--- src/hw/rtl/trc_pkg.sv ---
// shared types and constants for the tape reader controller
package trc_pkg;

  localparam int unsigned CmdW = 3;
  localparam int unsigned DevW = 7;
  localparam int unsigned WordW = 36;
  localparam int unsigned FrameW = 8;
  localparam int unsigned LevelW = 3;
  localparam int unsigned ShiftW = 6;

  localparam logic [CmdW-1:0] CMD_FRAME  = 3'd0;
  localparam logic [CmdW-1:0] CMD_STATUS = 3'd1;
  localparam logic [CmdW-1:0] CMD_DATAI  = 3'd2;
  localparam logic [CmdW-1:0] CMD_CLEAR  = 3'd3;
  localparam logic [CmdW-1:0] CMD_SET    = 3'd4;
  localparam logic [CmdW-1:0] CMD_BUSRST = 3'd5;
  localparam logic [CmdW-1:0] CMD_MOTOR  = 3'd6;
  localparam logic [CmdW-1:0] CMD_NOP    = 3'd7;

  localparam logic [DevW-1:0] DEV_CODE_RESET = 7'o104;

  // bit positions in the cono word and status word, and the frame valid bit in a frame
  localparam int unsigned BIT_MOTOR  = 8;
  localparam int unsigned BIT_BINARY = 5;
  localparam int unsigned BIT_BUSY   = 4;
  localparam int unsigned BIT_FLAG   = 3;
  localparam int unsigned BIT_FRAME_VALID = 7;

  typedef struct packed {
    logic [FrameW-1:0] frame;
    logic [WordW-1:0]  bus_data;
    logic [DevW-1:0]   device_code;
    logic [CmdW-1:0]   cmd;
  } item_t;

  typedef struct packed {
    logic              frame_taken;
    logic [LevelW-1:0] interrupt_level;
    logic [WordW-1:0]  read_data;
  } result_t;

endpackage

--- src/hw/rtl/trc_core.sv ---
// controller state and per-beat next-state logic
module trc_core (
  input  logic             clk,
  input  logic             rst,
  input  logic             cfg_we,
  input  logic [6:0]       cfg_code,
  input  logic             en,
  input  trc_pkg::item_t   item,
  output trc_pkg::result_t result
);

  logic [6:0]  own_code;
  logic        binary_mode, busy_bit, done_flag, motor_running;
  logic [2:0]  priority_level;
  logic [35:0] word_buffer;
  logic [5:0]  strobe_shift;

  logic        binary_mode_next, busy_bit_next, done_flag_next, motor_running_next;
  logic [2:0]  priority_level_next;
  logic [35:0] word_buffer_next;
  logic [5:0]  strobe_shift_next;

  logic        mine;
  logic [35:0] rd;
  logic        taken;

  assign mine = (item.device_code == own_code);

  always_comb begin
    binary_mode_next    = binary_mode;
    busy_bit_next       = busy_bit;
    done_flag_next      = done_flag;
    motor_running_next  = motor_running;
    priority_level_next = priority_level;
    word_buffer_next    = word_buffer;
    strobe_shift_next   = strobe_shift;
    rd    = '0;
    taken = 1'b0;
    unique case (item.cmd)
      trc_pkg::CMD_FRAME: begin
        if (motor_running && busy_bit) begin
          taken = 1'b1;
          if (!(binary_mode && !item.frame[trc_pkg::BIT_FRAME_VALID])) begin
            strobe_shift_next = {strobe_shift[4:0], 1'b1};
            word_buffer_next = {word_buffer[29:0], 6'b0} |
              (binary_mode ? {30'b0, item.frame[5:0]} : {28'b0, item.frame});
            if (!binary_mode || strobe_shift_next[5]) begin
              done_flag_next = 1'b1;
              busy_bit_next  = 1'b0;
            end
          end
        end
      end
      trc_pkg::CMD_STATUS: begin
        if (mine) begin
          rd = {27'b0, motor_running, 2'b0, binary_mode, busy_bit, done_flag,
                priority_level};
        end
      end
      trc_pkg::CMD_DATAI: begin
        if (mine) begin
          rd = word_buffer;
          done_flag_next = 1'b0;
          if (!busy_bit) begin
            busy_bit_next     = 1'b1;
            word_buffer_next  = '0;
            strobe_shift_next = '0;
          end
        end
      end
      trc_pkg::CMD_CLEAR, trc_pkg::CMD_BUSRST: begin
        if (mine || item.cmd == trc_pkg::CMD_BUSRST) begin
          priority_level_next = '0;
          busy_bit_next       = 1'b0;
          done_flag_next      = 1'b0;
          binary_mode_next    = 1'b0;
        end
      end
      trc_pkg::CMD_SET: begin
        if (mine) begin
          if (item.bus_data[trc_pkg::BIT_MOTOR] && !motor_running) begin
            motor_running_next = 1'b1;
            busy_bit_next      = 1'b0;
            done_flag_next     = 1'b1;
          end
          if (item.bus_data[trc_pkg::BIT_BINARY]) binary_mode_next = 1'b1;
          if (item.bus_data[trc_pkg::BIT_BUSY] && !busy_bit_next) begin
            busy_bit_next     = 1'b1;
            word_buffer_next  = '0;
            strobe_shift_next = '0;
          end
          if (item.bus_data[trc_pkg::BIT_FLAG]) done_flag_next = 1'b1;
          priority_level_next = priority_level | item.bus_data[2:0];
        end
      end
      trc_pkg::CMD_MOTOR: begin
        if (motor_running != item.bus_data[0]) begin
          motor_running_next = item.bus_data[0];
          if (item.bus_data[0]) busy_bit_next = 1'b0;
          done_flag_next = 1'b1;
        end
      end
      trc_pkg::CMD_NOP: begin
      end
      default: begin
      end
    endcase
  end

  assign result.read_data       = rd;
  assign result.interrupt_level = done_flag_next ? priority_level_next : 3'b0;
  assign result.frame_taken     = taken;

  always_ff @(posedge clk) begin
    if (rst) begin
      own_code       <= trc_pkg::DEV_CODE_RESET;
      binary_mode    <= 1'b0;
      busy_bit       <= 1'b0;
      done_flag      <= 1'b0;
      motor_running  <= 1'b0;
      priority_level <= '0;
      word_buffer    <= '0;
      strobe_shift   <= '0;
    end else begin
      if (cfg_we) own_code <= cfg_code;
      if (en) begin
        binary_mode    <= binary_mode_next;
        busy_bit       <= busy_bit_next;
        done_flag      <= done_flag_next;
        motor_running  <= motor_running_next;
        priority_level <= priority_level_next;
        word_buffer    <= word_buffer_next;
        strobe_shift   <= strobe_shift_next;
      end
    end
  end

endmodule

--- src/hw/rtl/tape_reader_controller_top.sv ---
// top level: input register, controller core, result register
// path: a beat is held in the input register, the core computes its result from there, and
// the result is captured in the output register when the output handshake lets it advance
// throughput: one beat per cycle, limited only by the output handshake
// reset: synchronous, clears all controller state, device code returns to 0104
module tape_reader_controller_top (
  input  logic        clk,
  input  logic        rst,
  input  logic        cfg_valid,
  output logic        cfg_ready,
  input  logic [6:0]  cfg_data,     // own_device_code
  input  logic        s_tvalid,
  output logic        s_tready,
  input  logic [55:0] s_tdata,      // device_code[6:0], bus_data[42:7], frame[50:43], zero fill
  input  logic [2:0]  s_tuser,      // cmd
  output logic        m_tvalid,
  input  logic        m_tready,
  output logic [39:0] m_tdata       // read_data[35:0], interrupt_level[38:36], frame_taken[39]
);

  logic             in_valid;
  trc_pkg::item_t   in_item;
  logic             advance;
  trc_pkg::result_t core_result;
  trc_pkg::result_t out_result;

  assign cfg_ready = 1'b1;
  assign advance   = in_valid && (!m_tvalid || m_tready);
  assign s_tready  = !in_valid || advance;

  always_ff @(posedge clk) begin
    if (rst) begin
      in_valid <= 1'b0;
      m_tvalid <= 1'b0;
    end else begin
      if (s_tready) in_valid <= s_tvalid;
      if (advance) m_tvalid <= 1'b1;
      else if (m_tready) m_tvalid <= 1'b0;
    end
  end

  always_ff @(posedge clk) begin
    if (s_tready && s_tvalid) begin
      in_item.cmd         <= s_tuser;
      in_item.device_code <= s_tdata[6:0];
      in_item.bus_data    <= s_tdata[42:7];
      in_item.frame       <= s_tdata[50:43];
    end
    if (advance) out_result <= core_result;
  end

  trc_core u_core (
    .clk      (clk),
    .rst      (rst),
    .cfg_we   (cfg_valid && cfg_ready),
    .cfg_code (cfg_data),
    .en       (advance),
    .item     (in_item),
    .result   (core_result)
  );

  assign m_tdata = {out_result.frame_taken, out_result.interrupt_level,
                    out_result.read_data};

endmodule
--- config.mk ---
export PLATFORM = sky130hd
export DESIGN_NAME = tape_reader_controller_top
export DESIGN_NICKNAME = d
export VERILOG_FILES = /design/src/hw/rtl/trc_pkg.sv /design/src/hw/rtl/trc_core.sv /design/src/hw/rtl/tape_reader_controller_top.sv
export SDC_FILE = /design/constraint.sdc
export NUM_CORES = 1
export LEC_CHECK = 0
export ABC_AREA = 1
export ABC_CLOCK_PERIOD_IN_PS = 5100
export BUFFER_PORTS_ARGS = -buffer_cell sky130_fd_sc_hd__buf_2
export CAP_MARGIN = 20
export CORE_AREA = 4 4 132 121
export CTS_BUF_LIST = sky130_fd_sc_hd__clkbuf_8
export DETAILED_ROUTE_END_ITERATION = 6
export DIE_AREA = 0 0 136 125
export PLACE_DENSITY = 0.66
export SYNTH_ARGS = -nofsm -noshare
export SYNTH_HDL_FRONTEND = slang
export SYNTH_HIERARCHICAL = 1
export SYNTH_SLANG_ARGS = --single-unit
export TNS_END_PERCENT = 1
--- constraint.sdc ---
create_clock -name clk -period 5.1 [get_ports clk]
set_input_delay 0 -clock clk [delete_from_list [all_inputs] [get_ports clk]]
set_output_delay 0 -clock clk [all_outputs]
set_load 0.01 [all_outputs]
==> results.json <==
{
  "grt_pass1_vias": 4229,
  "finalSetupViolations": 0,
  "post-route-min-period_ns": 3.31,
  "finalInstanceArea_sq_um": 6920,
  "post-route-period-util": 0.649,
  "setup_slack_ns": 1.79,
  "rrSetupSlack_ns": 1.79,
  "cts.htree.levels": 4,
  "wirelength_um": 12100,
  "crit_path_max_incr_delay_ns": 0.66,
  "critical_path_required_ns": 5.39,
  "diodes": 0,
  "start_util": 0.386,
  "worstHoldStart": "rst",
  "port_buffers": 78,
  "drive_gt1_frac": 0.315,
  "die_x_um": 136,
  "hold_ws_ns": 0.248,
  "synth_area_sq_um": 5620,
  "antenna_found_initial": 0,
  "cts_buffer_depth": 2,
  "endpoint_kind": "register",
  "coreArea_sq_um": 14600,
  "p_per_area_nw_per_um2": 310,
  "drt_iter0_markers": 308,
  "crit_start": "in_item[0]",
  "tns_ns": 0,
  "crit_buf_inv": 2,
  "drc_errors": 0,
  "total_power_mw": 2.14,
  "tightest_slew_ns": 0.968,
  "hold_viol": 0,
  "mostFrequentLayoutCells": "inv_1, buf_2, edfxtp_1",
  "grt_start_max_net_pins": 49,
  "drv_slew": 0,
  "cts_sinks": 122,
  "placed_area_sq_um": 6050,
  "hold-path-endpoint": "u_core/word_buffer[19]",
  "path_cells": "clkinv_1 > nand2_2 > nor2_4 > inv_2 > nand2_2 > nand3_4 > nor2_8 > nand3_4 > nand2_2 > a21oi_2",
  "ioPinCount": 114,
  "grt_overflow": 0,
  "maxCapViolations": 0,
  "critPathArrivalTime_ns": 3.60,
  "rr_startpoint": "in_item[0]",
  "gp_congestion": 0.894,
  "clock_skew_ns": 0.00849,
  "num_rows": 42,
  "grt_pass1_wl_um": 19900,
  "rsz0062_at_grt": "false",
  "hp-class": "input pin to register",
  "path_common_cell": "nand2_2",
  "num_vias": 4239,
  "status": "finished clean",
  "first_pass_iters": 7,
  "critPathTopFamily": "simple AND/OR/NAND/NOR gates",
  "rr_worst_depth": 10,
  "placedCellCount": 836,
  "post-cts-setup-buffer-count": 0,
  "crit_fanout": 42,
  "utilization": 0.475,
  "synth_nets": 662,
  "ys.warnings.count": 6,
  "r2r_end": "u_core/word_buffer[32]",
  "clock.fmax_mhz": 302,
  "grt_use_total": 0.148,
  "layout_commonest_cell": "inv_1",
  "p_leak_nw": 2.60,
  "cts_buffers": 17,
  "vias_per_cell": 4.64,
  "cts_tree": "yes",
  "slew-limit-headroom": 0.354,
  "hpwl_um": 7500,
  "min_path_cells": 3,
  "final_cells": 913,
  "startpoint_type": "register",
  "root_buffer": "clkbuf_8",
  "crit_type": "register to register",
  "drtAntennaViolNets": 0,
  "post-place-ws_ns": 1.82,
  "area_delta_synth_final_pct": 23.0,
  "clk-insertion-delay-late_ns": 0.43,
  "die-area_sq_um": 17000,
  "cp_slowest_cell": "nand3_4",
  "vdd_drop_max_mv": 0.208,
  "routedWlPerCell_um": 13.3,
  "nFillCells": 1377,
  "synth_cells": 591,
  "die-height_um": 125,
  "path_clk_slew_ns": 0.07,
  "fin_nets": 773,
  "avgSynthCellArea_sq_um": 9.52
}
## worst reg2reg max path, stage by stage, from the launching register on
cell	delay [ns]
edfxtp_1	0.50
clkinv_1	0.10
nand2_2	0.07
nor2_4	0.35
inv_2	0.36
nand2_2	0.20
nand3_4	0.11
nor2_8	0.48
nand3_4	0.66
nand2_2	0.28
a21oi_2	0.06
## metal layers
layer | wire (um) | global-route usage | vias to the layer above
li1 | - | - | 2144
met1 | 5500 | 0.188 | 1956
met2 | 5670 | 0.228 | 113
met3 | 587 | 0.0470 | 26
met4 | 361 | 0.0741 | 0
met5 | 0 | 0 | -
## how the worst max path moves through the flow
stage | endpoint | slack, ns | depth (start not counted)
final | u_core/word_buffer[32] | 1.79 | 10
after global routing | u_core/strobe_shift[3] | 1.55 | 10
after CTS | u_core/word_buffer[12] | 1.81 | 10
after detailed placement | u_core/word_buffer[16] | 1.82 | 10
after global placement | u_core/word_buffer[10] | 1.85 | 10
after floorplan | u_core/strobe_shift[0] | 1.45 | 7
## state kept, by name, summed over array words and instances, names as in the netlist, named ones only
signal,cells
m_tdata,40
u_core/word_buffer,36
in_item,25
u_core/own_code,7
u_core/strobe_shift,5
u_core/priority_level,3
in_valid,1
m_tvalid,1
u_core/binary_mode,1
u_core/busy_bit,1
u_core/motor_running,1
## what timing repair did
item,CTS,global route
hold buffers,44,0
endpoints found under the setup margin,0,0
resized for setup,0,0
hold endpoints to repair,34,0
## layout make-up
class / instances / area (sq um) / share of cell area
timing repair buffer: 125 / 873 / 0.126
clock buffer: 19 / 262 / 0.0378
clock inverter: 13 / 139 / 0.0201
multi-input combinational: 349 / 1980 / 0.286
sequential: 122 / 3090 / 0.447
tap: 198 / 248 / 0.0358
inverter: 87 / 327 / 0.0472
## power by group
part	switching [mW]	total, mW	leakage [nW]	internal, mW
clock network	0.368	0.867	0.226	0.498
registers	0.0171	1.08	1.10	1.07
logic	0.120	0.192	1.28	0.0715
No activity file was read; power rests on OpenSTA's default activity.
